File: src/design/acs_pkg.sv
package acs_pkg;

  // Width of every result tally field and of both threshold registers.
  localparam int unsigned FIELD_W = 24;
  localparam int unsigned NUM_TALLIES = 11;
  localparam int unsigned COUNT_BITS_DEF = 24;

  // Tally slots, in result order.
  localparam int unsigned T_COLS = 0;
  localparam int unsigned T_GAPA = 1;
  localparam int unsigned T_GAPB = 2;
  localparam int unsigned T_ALIGNED = 3;
  localparam int unsigned T_MATCH = 4;
  localparam int unsigned T_MISMATCH = 5;
  localparam int unsigned T_TRANSITION = 6;
  localparam int unsigned T_TRANSVERSION = 7;
  localparam int unsigned T_UPA = 8;
  localparam int unsigned T_UPB = 9;
  localparam int unsigned T_UPMATCH = 10;

  localparam logic [FIELD_W-1:0] MIN_COLUMNS_RST = 24'd900;
  localparam logic [FIELD_W-1:0] MIN_UPPER_RST = 24'd100;

  // ASCII codes used by the column classifier.
  localparam logic [7:0] CH_GAP = 8'h2D;
  localparam logic [7:0] CH_N = 8'h4E;
  localparam logic [7:0] CH_A = 8'h41;
  localparam logic [7:0] CH_C = 8'h43;
  localparam logic [7:0] CH_G = 8'h47;
  localparam logic [7:0] CH_T = 8'h54;
  localparam logic [7:0] CH_UC_FIRST = 8'h41;
  localparam logic [7:0] CH_UC_LAST = 8'h5A;
  localparam logic [7:0] CH_LC_FIRST = 8'h61;
  localparam logic [7:0] CH_LC_LAST = 8'h7A;
  localparam logic [7:0] CASE_OFFSET = 8'h20;

  localparam int unsigned CFG_IDX_W = 2;

  typedef enum logic [CFG_IDX_W-1:0] {
    CFG_MIN_COLUMNS = 2'd0,
    CFG_MIN_UPPER   = 2'd1
  } cfg_idx_e;

  // Per-column increment requests from the classifier to the tally bank.
  typedef struct packed {
    logic gap_a;
    logic gap_b;
    logic aligned;
    logic match;
    logic mismatch;
    logic transition;
    logic transversion;
    logic upper_a;
    logic upper_b;
    logic upper_match;
  } col_flags_t;

endpackage

File: src/design/acs_if.sv
interface acs_col_if;
  logic       valid;
  logic       ready;
  logic [7:0] base_a;
  logic [7:0] base_b;
  logic       last_column;

  modport source (output valid, base_a, base_b, last_column, input ready);
  modport sink (input valid, base_a, base_b, last_column, output ready);
endinterface

interface acs_res_if;
  logic                              valid;
  logic                              ready;
  logic [acs_pkg::FIELD_W-1:0] column_count;
  logic [acs_pkg::FIELD_W-1:0] gaps_in_a;
  logic [acs_pkg::FIELD_W-1:0] gaps_in_b;
  logic [acs_pkg::FIELD_W-1:0] aligned_count;
  logic [acs_pkg::FIELD_W-1:0] match_count;
  logic [acs_pkg::FIELD_W-1:0] mismatch_count;
  logic [acs_pkg::FIELD_W-1:0] transition_count;
  logic [acs_pkg::FIELD_W-1:0] transversion_count;
  logic [acs_pkg::FIELD_W-1:0] upper_in_a;
  logic [acs_pkg::FIELD_W-1:0] upper_in_b;
  logic [acs_pkg::FIELD_W-1:0] upper_match_count;
  logic                              keep;

  modport source (output valid, column_count, gaps_in_a, gaps_in_b, aligned_count,
                  match_count, mismatch_count, transition_count, transversion_count,
                  upper_in_a, upper_in_b, upper_match_count, keep, input ready);
  modport sink (input valid, column_count, gaps_in_a, gaps_in_b, aligned_count,
                match_count, mismatch_count, transition_count, transversion_count,
                upper_in_a, upper_in_b, upper_match_count, keep, output ready);
endinterface

interface acs_cfg_if;
  logic                          valid;
  logic                          ready;
  logic [acs_pkg::CFG_IDX_W-1:0] index;
  logic [acs_pkg::FIELD_W-1:0]   data;

  modport source (output valid, index, data, input ready);
  modport sink (input valid, index, data, output ready);
endinterface

File: src/design/alignment_column_statistics_top.sv
// Alignment column statistics.
// Columns arrive on col_i, one transfer per column, carrying the raw ASCII
// characters of both rows and a flag on the final column. Each column is
// registered and classified; an ordinary column is added to eleven saturating
// tallies in the next cycle. On the final column the updated tallies and the
// keep flag are loaded into an output register that drives res_o as soon as
// that register is free; the tallies then restart from zero.
// Throughput is one column per cycle while no final column waits for the
// output register, set by the single column register feeding the tally bank.
// When res_o stalls, ordinary columns keep flowing into the tallies; only a
// final column waits in the column register until the output register frees,
// and col_i.ready drops while it waits.
// cfg_i takes threshold writes (index 0: min_columns, index 1: min_uppercase)
// in every cycle; other indexes are ignored. Reset clears all tallies and
// pipeline valids and loads the thresholds with 900 and 100.
module alignment_column_statistics_top #(
  parameter int unsigned COUNT_BITS = acs_pkg::COUNT_BITS_DEF
) (
  input  logic      clk_i,
  input  logic      rst_ni,
  acs_col_if.sink   col_i,
  acs_res_if.source res_o,
  acs_cfg_if.sink   cfg_i
);

  localparam int unsigned CMP_W =
    (COUNT_BITS > acs_pkg::FIELD_W) ? COUNT_BITS : acs_pkg::FIELD_W;

  // Threshold registers.
  logic [acs_pkg::FIELD_W-1:0] min_cols_q, min_cols_d;
  logic [acs_pkg::FIELD_W-1:0] min_up_q, min_up_d;

  assign cfg_i.ready = 1'b1;

  always_comb begin
    min_cols_d = min_cols_q;
    min_up_d = min_up_q;
    if (cfg_i.valid) begin
      unique case (cfg_i.index)
        acs_pkg::CFG_MIN_COLUMNS: min_cols_d = cfg_i.data;
        acs_pkg::CFG_MIN_UPPER:   min_up_d = cfg_i.data;
        default: ;
      endcase
    end
  end

  always_ff @(posedge clk_i or negedge rst_ni) begin
    if (!rst_ni) begin
      min_cols_q <= acs_pkg::MIN_COLUMNS_RST;
      min_up_q <= acs_pkg::MIN_UPPER_RST;
    end else begin
      min_cols_q <= min_cols_d;
      min_up_q <= min_up_d;
    end
  end

  // Column register.
  logic       s1_valid_q, s1_valid_d;
  logic [7:0] s1_a_q, s1_b_q;
  logic       s1_last_q;
  logic       out_free, s1_go, col_xfer;

  // Output register.
  logic                                                   out_valid_q, out_valid_d;
  logic [acs_pkg::NUM_TALLIES-1:0][acs_pkg::FIELD_W-1:0]  res_q, res_d;
  logic                                                   keep_q, keep_d;
  logic                                                   load_out;

  acs_pkg::col_flags_t                                    flags;
  logic [acs_pkg::NUM_TALLIES-1:0][COUNT_BITS-1:0]        cnt_next;

  assign out_free = !out_valid_q || res_o.ready;
  assign s1_go = s1_valid_q && (!s1_last_q || out_free);
  assign col_i.ready = !s1_valid_q || s1_go;
  assign col_xfer = col_i.valid && col_i.ready;
  assign load_out = s1_go && s1_last_q;

  always_comb begin
    s1_valid_d = s1_valid_q;
    if (col_xfer) begin
      s1_valid_d = 1'b1;
    end else if (s1_go) begin
      s1_valid_d = 1'b0;
    end
  end

  always_ff @(posedge clk_i or negedge rst_ni) begin
    if (!rst_ni) begin
      s1_valid_q <= 1'b0;
    end else begin
      s1_valid_q <= s1_valid_d;
    end
  end

  always_ff @(posedge clk_i) begin
    if (col_xfer) begin
      s1_a_q <= col_i.base_a;
      s1_b_q <= col_i.base_b;
      s1_last_q <= col_i.last_column;
    end
  end

  acs_classify u_classify (
    .base_a_i (s1_a_q),
    .base_b_i (s1_b_q),
    .flags_o  (flags)
  );

  acs_tally #(
    .COUNT_BITS (COUNT_BITS)
  ) u_tally (
    .clk_i      (clk_i),
    .rst_ni     (rst_ni),
    .step_i     (s1_go),
    .clear_i    (s1_last_q),
    .flags_i    (flags),
    .cnt_next_o (cnt_next)
  );

  always_comb begin
    for (int i = 0; i < acs_pkg::NUM_TALLIES; i++) begin
      res_d[i] = acs_pkg::FIELD_W'(cnt_next[i]);
    end
    keep_d = (CMP_W'(cnt_next[acs_pkg::T_COLS]) >= CMP_W'(min_cols_q)) &&
             (CMP_W'(cnt_next[acs_pkg::T_UPA]) >= CMP_W'(min_up_q)) &&
             (CMP_W'(cnt_next[acs_pkg::T_UPB]) >= CMP_W'(min_up_q)) &&
             (CMP_W'(cnt_next[acs_pkg::T_UPMATCH]) >= CMP_W'(min_up_q));
  end

  always_comb begin
    out_valid_d = out_valid_q;
    if (load_out) begin
      out_valid_d = 1'b1;
    end else if (res_o.ready) begin
      out_valid_d = 1'b0;
    end
  end

  always_ff @(posedge clk_i or negedge rst_ni) begin
    if (!rst_ni) begin
      out_valid_q <= 1'b0;
    end else begin
      out_valid_q <= out_valid_d;
    end
  end

  always_ff @(posedge clk_i) begin
    if (load_out) begin
      res_q <= res_d;
      keep_q <= keep_d;
    end
  end

  assign res_o.valid = out_valid_q;
  assign res_o.column_count = res_q[acs_pkg::T_COLS];
  assign res_o.gaps_in_a = res_q[acs_pkg::T_GAPA];
  assign res_o.gaps_in_b = res_q[acs_pkg::T_GAPB];
  assign res_o.aligned_count = res_q[acs_pkg::T_ALIGNED];
  assign res_o.match_count = res_q[acs_pkg::T_MATCH];
  assign res_o.mismatch_count = res_q[acs_pkg::T_MISMATCH];
  assign res_o.transition_count = res_q[acs_pkg::T_TRANSITION];
  assign res_o.transversion_count = res_q[acs_pkg::T_TRANSVERSION];
  assign res_o.upper_in_a = res_q[acs_pkg::T_UPA];
  assign res_o.upper_in_b = res_q[acs_pkg::T_UPB];
  assign res_o.upper_match_count = res_q[acs_pkg::T_UPMATCH];
  assign res_o.keep = keep_q;

`ifndef SYNTHESIS
  // A final column that leaves the column register always produces a result.
  a_last_loads_out: assert property (@(posedge clk_i) disable iff (!rst_ni)
    load_out |=> out_valid_q)
    else $error("final column did not load the output register");

  // The input side only stalls behind a final column blocked by a full output.
  a_stall_cause: assert property (@(posedge clk_i) disable iff (!rst_ni)
    !col_i.ready |-> (s1_valid_q && s1_last_q && out_valid_q && !res_o.ready))
    else $error("column input stalled without a blocked final column");

  // Every mismatch is split into exactly one substitution class.
  a_class_split: assert property (@(posedge clk_i) disable iff (!rst_ni)
    s1_valid_q |-> (flags.mismatch == (flags.transition || flags.transversion)) &&
                   !(flags.transition && flags.transversion))
    else $error("mismatch classification inconsistent");
`endif

endmodule

File: src/design/acs_classify.sv
module acs_classify (
  input  logic [7:0]          base_a_i,
  input  logic [7:0]          base_b_i,
  output acs_pkg::col_flags_t flags_o
);

  function automatic logic [7:0] fold(input logic [7:0] c);
    if (c >= acs_pkg::CH_LC_FIRST && c <= acs_pkg::CH_LC_LAST) begin
      return c - acs_pkg::CASE_OFFSET;
    end
    return c;
  endfunction

  function automatic logic is_upper(input logic [7:0] c);
    return (c >= acs_pkg::CH_UC_FIRST) && (c <= acs_pkg::CH_UC_LAST);
  endfunction

  logic [7:0] fa, fb;
  logic       gap_a, gap_b, aligned, same_fold;
  logic       a_purine, b_purine, b_pyrimidine, same_class;

  always_comb begin
    fa = fold(base_a_i);
    fb = fold(base_b_i);
    gap_a = (base_a_i == acs_pkg::CH_GAP);
    gap_b = (base_b_i == acs_pkg::CH_GAP);
    aligned = !gap_a && !gap_b;
    same_fold = (fa == fb);
    a_purine = (fa == acs_pkg::CH_A) || (fa == acs_pkg::CH_G);
    b_purine = (fb == acs_pkg::CH_A) || (fb == acs_pkg::CH_G);
    b_pyrimidine = (fb == acs_pkg::CH_C) || (fb == acs_pkg::CH_T);
    // Anything that is not a purine in the first row goes down the pyrimidine test.
    same_class = a_purine ? b_purine : b_pyrimidine;

    flags_o.gap_a = gap_a;
    flags_o.gap_b = gap_b;
    flags_o.aligned = aligned;
    flags_o.match = !gap_a && same_fold;
    flags_o.mismatch = aligned && !same_fold;
    flags_o.transition = aligned && !same_fold && same_class;
    flags_o.transversion = aligned && !same_fold && !same_class;
    flags_o.upper_a = !gap_a && is_upper(base_a_i) && (base_a_i != acs_pkg::CH_N);
    flags_o.upper_b = !gap_b && is_upper(base_b_i) && (base_b_i != acs_pkg::CH_N);
    flags_o.upper_match = aligned && same_fold && is_upper(base_a_i) && is_upper(base_b_i);
  end

endmodule

File: src/design/acs_tally.sv
module acs_tally #(
  parameter int unsigned COUNT_BITS = acs_pkg::COUNT_BITS_DEF
) (
  input  logic                                               clk_i,
  input  logic                                               rst_ni,
  input  logic                                               step_i,
  input  logic                                               clear_i,
  input  acs_pkg::col_flags_t                                flags_i,
  output logic [acs_pkg::NUM_TALLIES-1:0][COUNT_BITS-1:0]    cnt_next_o
);

  logic [acs_pkg::NUM_TALLIES-1:0][COUNT_BITS-1:0] cnt_q, cnt_d;
  logic [acs_pkg::NUM_TALLIES-1:0]                 bump;

  always_comb begin
    bump = '0;
    bump[acs_pkg::T_COLS] = 1'b1;
    bump[acs_pkg::T_GAPA] = flags_i.gap_a;
    bump[acs_pkg::T_GAPB] = flags_i.gap_b;
    bump[acs_pkg::T_ALIGNED] = flags_i.aligned;
    bump[acs_pkg::T_MATCH] = flags_i.match;
    bump[acs_pkg::T_MISMATCH] = flags_i.mismatch;
    bump[acs_pkg::T_TRANSITION] = flags_i.transition;
    bump[acs_pkg::T_TRANSVERSION] = flags_i.transversion;
    bump[acs_pkg::T_UPA] = flags_i.upper_a;
    bump[acs_pkg::T_UPB] = flags_i.upper_b;
    bump[acs_pkg::T_UPMATCH] = flags_i.upper_match;
  end

  // Saturating increments; the counters stick at all ones.
  always_comb begin
    for (int i = 0; i < acs_pkg::NUM_TALLIES; i++) begin
      if (bump[i] && !(&cnt_q[i])) begin
        cnt_next_o[i] = cnt_q[i] + COUNT_BITS'(1);
      end else begin
        cnt_next_o[i] = cnt_q[i];
      end
    end
  end

  always_comb begin
    cnt_d = cnt_q;
    if (step_i) begin
      cnt_d = clear_i ? '0 : cnt_next_o;
    end
  end

  always_ff @(posedge clk_i or negedge rst_ni) begin
    if (!rst_ni) begin
      cnt_q <= '0;
    end else begin
      cnt_q <= cnt_d;
    end
  end

endmodule

File: src/flat_wrapper.sv
// flat-port wrapper written by rule: the top's interface ports become plain ports
module alignment_column_statistics_top_flat 
#(
  parameter int unsigned COUNT_BITS = acs_pkg::COUNT_BITS_DEF
)
  (clk_i, rst_ni, col_i_valid, col_i_base_a, col_i_base_b, col_i_last_column, col_i_ready, res_o_valid, res_o_column_count, res_o_gaps_in_a, res_o_gaps_in_b, res_o_aligned_count, res_o_match_count, res_o_mismatch_count, res_o_transition_count, res_o_transversion_count, res_o_upper_in_a, res_o_upper_in_b, res_o_upper_match_count, res_o_keep, res_o_ready, cfg_i_valid, cfg_i_index, cfg_i_data, cfg_i_ready);
  acs_col_if col_i_i ();
  acs_res_if res_o_i ();
  acs_cfg_if cfg_i_i ();
  input  logic clk_i;
  input  logic rst_ni;
  input wire logic [$bits(col_i_i.valid)-1:0] col_i_valid;
  input wire logic [$bits(col_i_i.base_a)-1:0] col_i_base_a;
  input wire logic [$bits(col_i_i.base_b)-1:0] col_i_base_b;
  input wire logic [$bits(col_i_i.last_column)-1:0] col_i_last_column;
  output wire logic [$bits(col_i_i.ready)-1:0] col_i_ready;
  output wire logic [$bits(res_o_i.valid)-1:0] res_o_valid;
  output wire logic [$bits(res_o_i.column_count)-1:0] res_o_column_count;
  output wire logic [$bits(res_o_i.gaps_in_a)-1:0] res_o_gaps_in_a;
  output wire logic [$bits(res_o_i.gaps_in_b)-1:0] res_o_gaps_in_b;
  output wire logic [$bits(res_o_i.aligned_count)-1:0] res_o_aligned_count;
  output wire logic [$bits(res_o_i.match_count)-1:0] res_o_match_count;
  output wire logic [$bits(res_o_i.mismatch_count)-1:0] res_o_mismatch_count;
  output wire logic [$bits(res_o_i.transition_count)-1:0] res_o_transition_count;
  output wire logic [$bits(res_o_i.transversion_count)-1:0] res_o_transversion_count;
  output wire logic [$bits(res_o_i.upper_in_a)-1:0] res_o_upper_in_a;
  output wire logic [$bits(res_o_i.upper_in_b)-1:0] res_o_upper_in_b;
  output wire logic [$bits(res_o_i.upper_match_count)-1:0] res_o_upper_match_count;
  output wire logic [$bits(res_o_i.keep)-1:0] res_o_keep;
  input wire logic [$bits(res_o_i.ready)-1:0] res_o_ready;
  input wire logic [$bits(cfg_i_i.valid)-1:0] cfg_i_valid;
  input wire logic [$bits(cfg_i_i.index)-1:0] cfg_i_index;
  input wire logic [$bits(cfg_i_i.data)-1:0] cfg_i_data;
  output wire logic [$bits(cfg_i_i.ready)-1:0] cfg_i_ready;
  assign col_i_i.valid = col_i_valid;
  assign col_i_i.base_a = col_i_base_a;
  assign col_i_i.base_b = col_i_base_b;
  assign col_i_i.last_column = col_i_last_column;
  assign col_i_ready = col_i_i.ready;
  assign res_o_valid = res_o_i.valid;
  assign res_o_column_count = res_o_i.column_count;
  assign res_o_gaps_in_a = res_o_i.gaps_in_a;
  assign res_o_gaps_in_b = res_o_i.gaps_in_b;
  assign res_o_aligned_count = res_o_i.aligned_count;
  assign res_o_match_count = res_o_i.match_count;
  assign res_o_mismatch_count = res_o_i.mismatch_count;
  assign res_o_transition_count = res_o_i.transition_count;
  assign res_o_transversion_count = res_o_i.transversion_count;
  assign res_o_upper_in_a = res_o_i.upper_in_a;
  assign res_o_upper_in_b = res_o_i.upper_in_b;
  assign res_o_upper_match_count = res_o_i.upper_match_count;
  assign res_o_keep = res_o_i.keep;
  assign res_o_i.ready = res_o_ready;
  assign cfg_i_i.valid = cfg_i_valid;
  assign cfg_i_i.index = cfg_i_index;
  assign cfg_i_i.data = cfg_i_data;
  assign cfg_i_ready = cfg_i_i.ready;
  alignment_column_statistics_top #(.COUNT_BITS(COUNT_BITS)) u_core (.clk_i(clk_i), .rst_ni(rst_ni), .col_i(col_i_i), .res_o(res_o_i), .cfg_i(cfg_i_i));
endmodule
File: config.mk
export PLATFORM = sky130hd
export DESIGN_NAME = alignment_column_statistics_top_flat
export DESIGN_NICKNAME = d
export VERILOG_FILES = /design/src/design/acs_pkg.sv /design/src/design/acs_if.sv /design/src/design/alignment_column_statistics_top.sv /design/src/design/acs_classify.sv /design/src/design/acs_tally.sv /design/src/flat_wrapper.sv
export SDC_FILE = /design/constraint.sdc
export NUM_CORES = 1
export LEC_CHECK = 0
export BUFFER_PORTS_ARGS = -buffer_cell sky130_fd_sc_hd__buf_2
export CORE_AREA = 2 2 305 186
export DETAILED_ROUTE_END_ITERATION = 7
export DIE_AREA = 0 0 307 188
export PLACE_DENSITY = 0.91
export RECOVER_POWER = 100
export SYNTH_ARGS = -nofsm -noshare
export SYNTH_HDL_FRONTEND = slang
export SYNTH_HIERARCHICAL = 1
export SYNTH_SLANG_ARGS = --single-unit
File: constraint.sdc
create_clock -name clk_i -period 14.1 [get_ports clk_i]
set_input_delay 2.115 -clock clk_i [delete_from_list [all_inputs] [get_ports clk_i]]
set_output_delay 2.115 -clock clk_i [all_outputs]
set_load 0.005 [all_outputs]
==> metrics.txt <==
vias in the first global route=25284; Core Area=roughly 0.055 mm2; CP required=14450 ps; area share of the largest cell type after synthesis=25.9%; #FFs+latches synth=~600; via count=about 27000; top_reg_cell synth=dfrtp_1; post-route ant nets=0; CTS Hold Bufs=0; max-slew violation count=between 800 and 900; Final setup viols=0; Hold Slack=a little over 500 ps; top cells by count, synth=307 x dfrtp_1, 297 x nand2_1, 282 x edfxtp_1; ordered list of cells on the worst path=buf_2 -> nor2b_1 -> a21boi_4 -> clkbuf_1 -> buf_4 -> clkinvlp_2 -> clkbuf_1 -> buf_4 -> o311ai_0 -> o31ai_1; pre-CTS setup slack=approximately 8000 ps; Area growth syn-to-layout=10.1%; number of antenna violations at the first check in global routing=1; Tmin final=a little under 10000 ps; H-tree depth=2; layout cell share with drive strength beyond 1=around a tenth; endpoint type of the worst setup path=register; Clock Latency Late Sink=slightly above 600 ps; Leakage=about 14 nW; Slew @ Worst Pin=approximately 6300 ps; Layout Skew=19.7 ps; all-layer global routing usage=30.1%; Mapped Cells=roughly 3200; Synth area leader=edfxtp_1; CTS buffer count=54; Critical Path AT=10080 ps; Peak VDD IR=about 0.093 mV; largest net degree at the start of global routing=about 160; WL per Instance=about 21 um; PostCTS Resize Cnt=0; Peak Freq=a little over 0.1 GHz; YS warnings=6; DRC=0; Starting Density=about three fifths; Setup Fix Bufs, Post-CTS=0; # rows=67; final worst setup slack=~4400 ps; total routed wirelength=between 80000 and 90000 um; Seq/Total Area, Yosys=around half; Synth cell types=94; Clock Sinks=just under 600; final hold viol count=0; Final Non-Filler Cells=4141; number of enable flip-flop cells after synthesis=282; Via density=between 6 and 7; PwrDens=around 120 mW/mm2; classification of the worst-slack hold path=reg2reg; unrepaired setup endpoints after global routing=no; Layout Nets=3531; setup TNS=0 ps; CP Max Fanout=69; most frequent cell after synthesis=dfrtp_1; TritonCTS clock tree=built; Syn Area/Cell=slightly above 10 um2; gr ovfl total=0; DR pass1 iterations=6; I/O Pins=between 300 and 400; Post-DP HPWL=between 50000 and 60000 um; root buffer cell=clkbuf_16; asr flop ratio synth=around 53%; Post-Place Cells=approximately 4000; clk buf depth=3; Net Count, Synth=about 3300; die area=between 0.05 and 0.06 mm2; clk slew on worst S/H paths=around 60 ps; violated checks=capacitance limit, slew limit; Die Span Y=188 um; 1st-iter DRT viols=3496; startpoint types=input pin; fin crit share=69.1%; die width=307 um; largest cells by area after synthesis=edfxtp_1 26%, dfrtp_1 23%, xnor2_1 5.2%; Max-Cap Viols=16; Port Buf Inserts=approximately 310; crit path buf inv count=6; # diodes=0; critical path type=in2reg; first-pass GRT wire length=between 100000 and 150000 um; CP max stage delay=about 1900 ps; status=finished, violations left; Post-Syn Area=about 0.033 mm2; GP Congestion=0.938; CP max-delay cell=clkinvlp_2; relative slew slack=-318%; Crit path max-delay family=buffers and inverters
layer usage:
metal  GRT usage [%]  part of all wire [%]  wire length (um)
met1            45.1                    43             37900
met2            42.4                    42             37200
met3            8.48                    12             10900
met4            8.99                   2.9              2540
met5               0                     0                 0
report_power, final:
| part | switching (mW) | internal [mW] | leakage [nW] |
|---|---|---|---|
| Combinational | 0.385 | 0.221 | 6.34 |
| Clock | 0.661 | 0.843 | 0.852 |
| Sequential | 0.157 | 2.01 | 6.83 |
cells in the final DEF (no fill, tap or decap), drive strengths merged, types with 130 or more instances in the layout:
| cell type | instances |
|---|---|
| o21ai | 173 |
| xnor2 | 193 |
| nor2 | 196 |
| nand2 | 297 |
| buf | 187 |
| edfxtp | 282 |
| clkbuf | 236 |
| dfrtp | 307 |
| inv | 155 |
| nand3 | 130 |
layout make-up:
cell class	instances	area, um2
clock buffer	84	1580
clock inverter	17	200
fill	4203	19200
inverter	155	584
multi-input combinational	2226	14900
sequential	596	16300
tap	724	906
timing repair buffer	339	1550
worst reg2reg max path, cell delays in order, from the launching register on:
cell and delay (ps):
dfrtp_1 380, nor2b_1 190, a21boi_4 150, clkbuf_1 1870
buf_4 910, clkinvlp_2 1920, clkbuf_1 1450, buf_4 810
o311ai_0 560, o31ai_1 140
logic make-up (layout without fill, tap and decap cells):
group                    Yosys count  after routing  share of synthesized area, %
flip-flops                       596            596                          49.9
buffers and inverters            362            595                          4.39
multiplexers                      41             41                          1.39
AO/OA/AOI/OAI                    702            702                          15.3
other                              1              1                        0.0115
XOR/XNOR                         258            258                          6.91
AND/OR/NAND/NOR                 1113           1113                          17.8
adder cells (fa/ha/maj)          111            111                          4.25
flip-flops by register name, summed over array words and instances, names as in the netlist, 8 cells and up:
signal,count
u_core/res_o.aligned_count,24
u_core/min_cols_q,24
u_core/res_o.transition_count,24
u_core/res_o.upper_in_b,24
u_core/s1_a_q,8
u_core/s1_b_q,8
u_core/u_tally/cnt_q,264
u_core/res_o.gaps_in_a,24
u_core/res_o.mismatch_count,24
u_core/res_o.column_count,24
u_core/res_o.upper_in_a,24
u_core/res_o.match_count,24
u_core/res_o.upper_match_count,24
u_core/res_o.transversion_count,24
u_core/res_o.gaps_in_b,24
u_core/min_up_q,24
final timing paths:
kind	start	to	slack [ps]	depth (start not counted)
max reg2reg	u_core/res_o.valid	u_core/u_tally/cnt_q[98]	5460	9
min reg2reg	u_core/min_up_q[10]	u_core/min_up_q[10]	510	1
min	u_core/min_up_q[10]	u_core/min_up_q[10]	510	1
max	res_o_ready	u_core/u_tally/cnt_q[98]	4360	10
max in group asynchronous	rst_ni	u_core/u_tally/cnt_q[175]	5420	2
min in group asynchronous	rst_ni	u_core/u_tally/cnt_q[109]	3850	1
stage by stage:
| stage | utilization, % | power [mW] | cell area, um2 |
|---|---|---|---|
| 3_3_place_gp | 62.7 | 2.75 | 34600 |
| 4_1_cts | 66.0 | 4.28 | 36400 |
| 5_1_grt | 65.3 | 4.45 | 36000 |
| 2_1_floorplan | - | 2.55 | 32700 |
| 3_5_place_dp | 62.7 | 2.78 | 34600 |
| 6_report | 65.3 | 4.27 | 36000 |
Note: power is estimated with default switching activity, not from simulation.
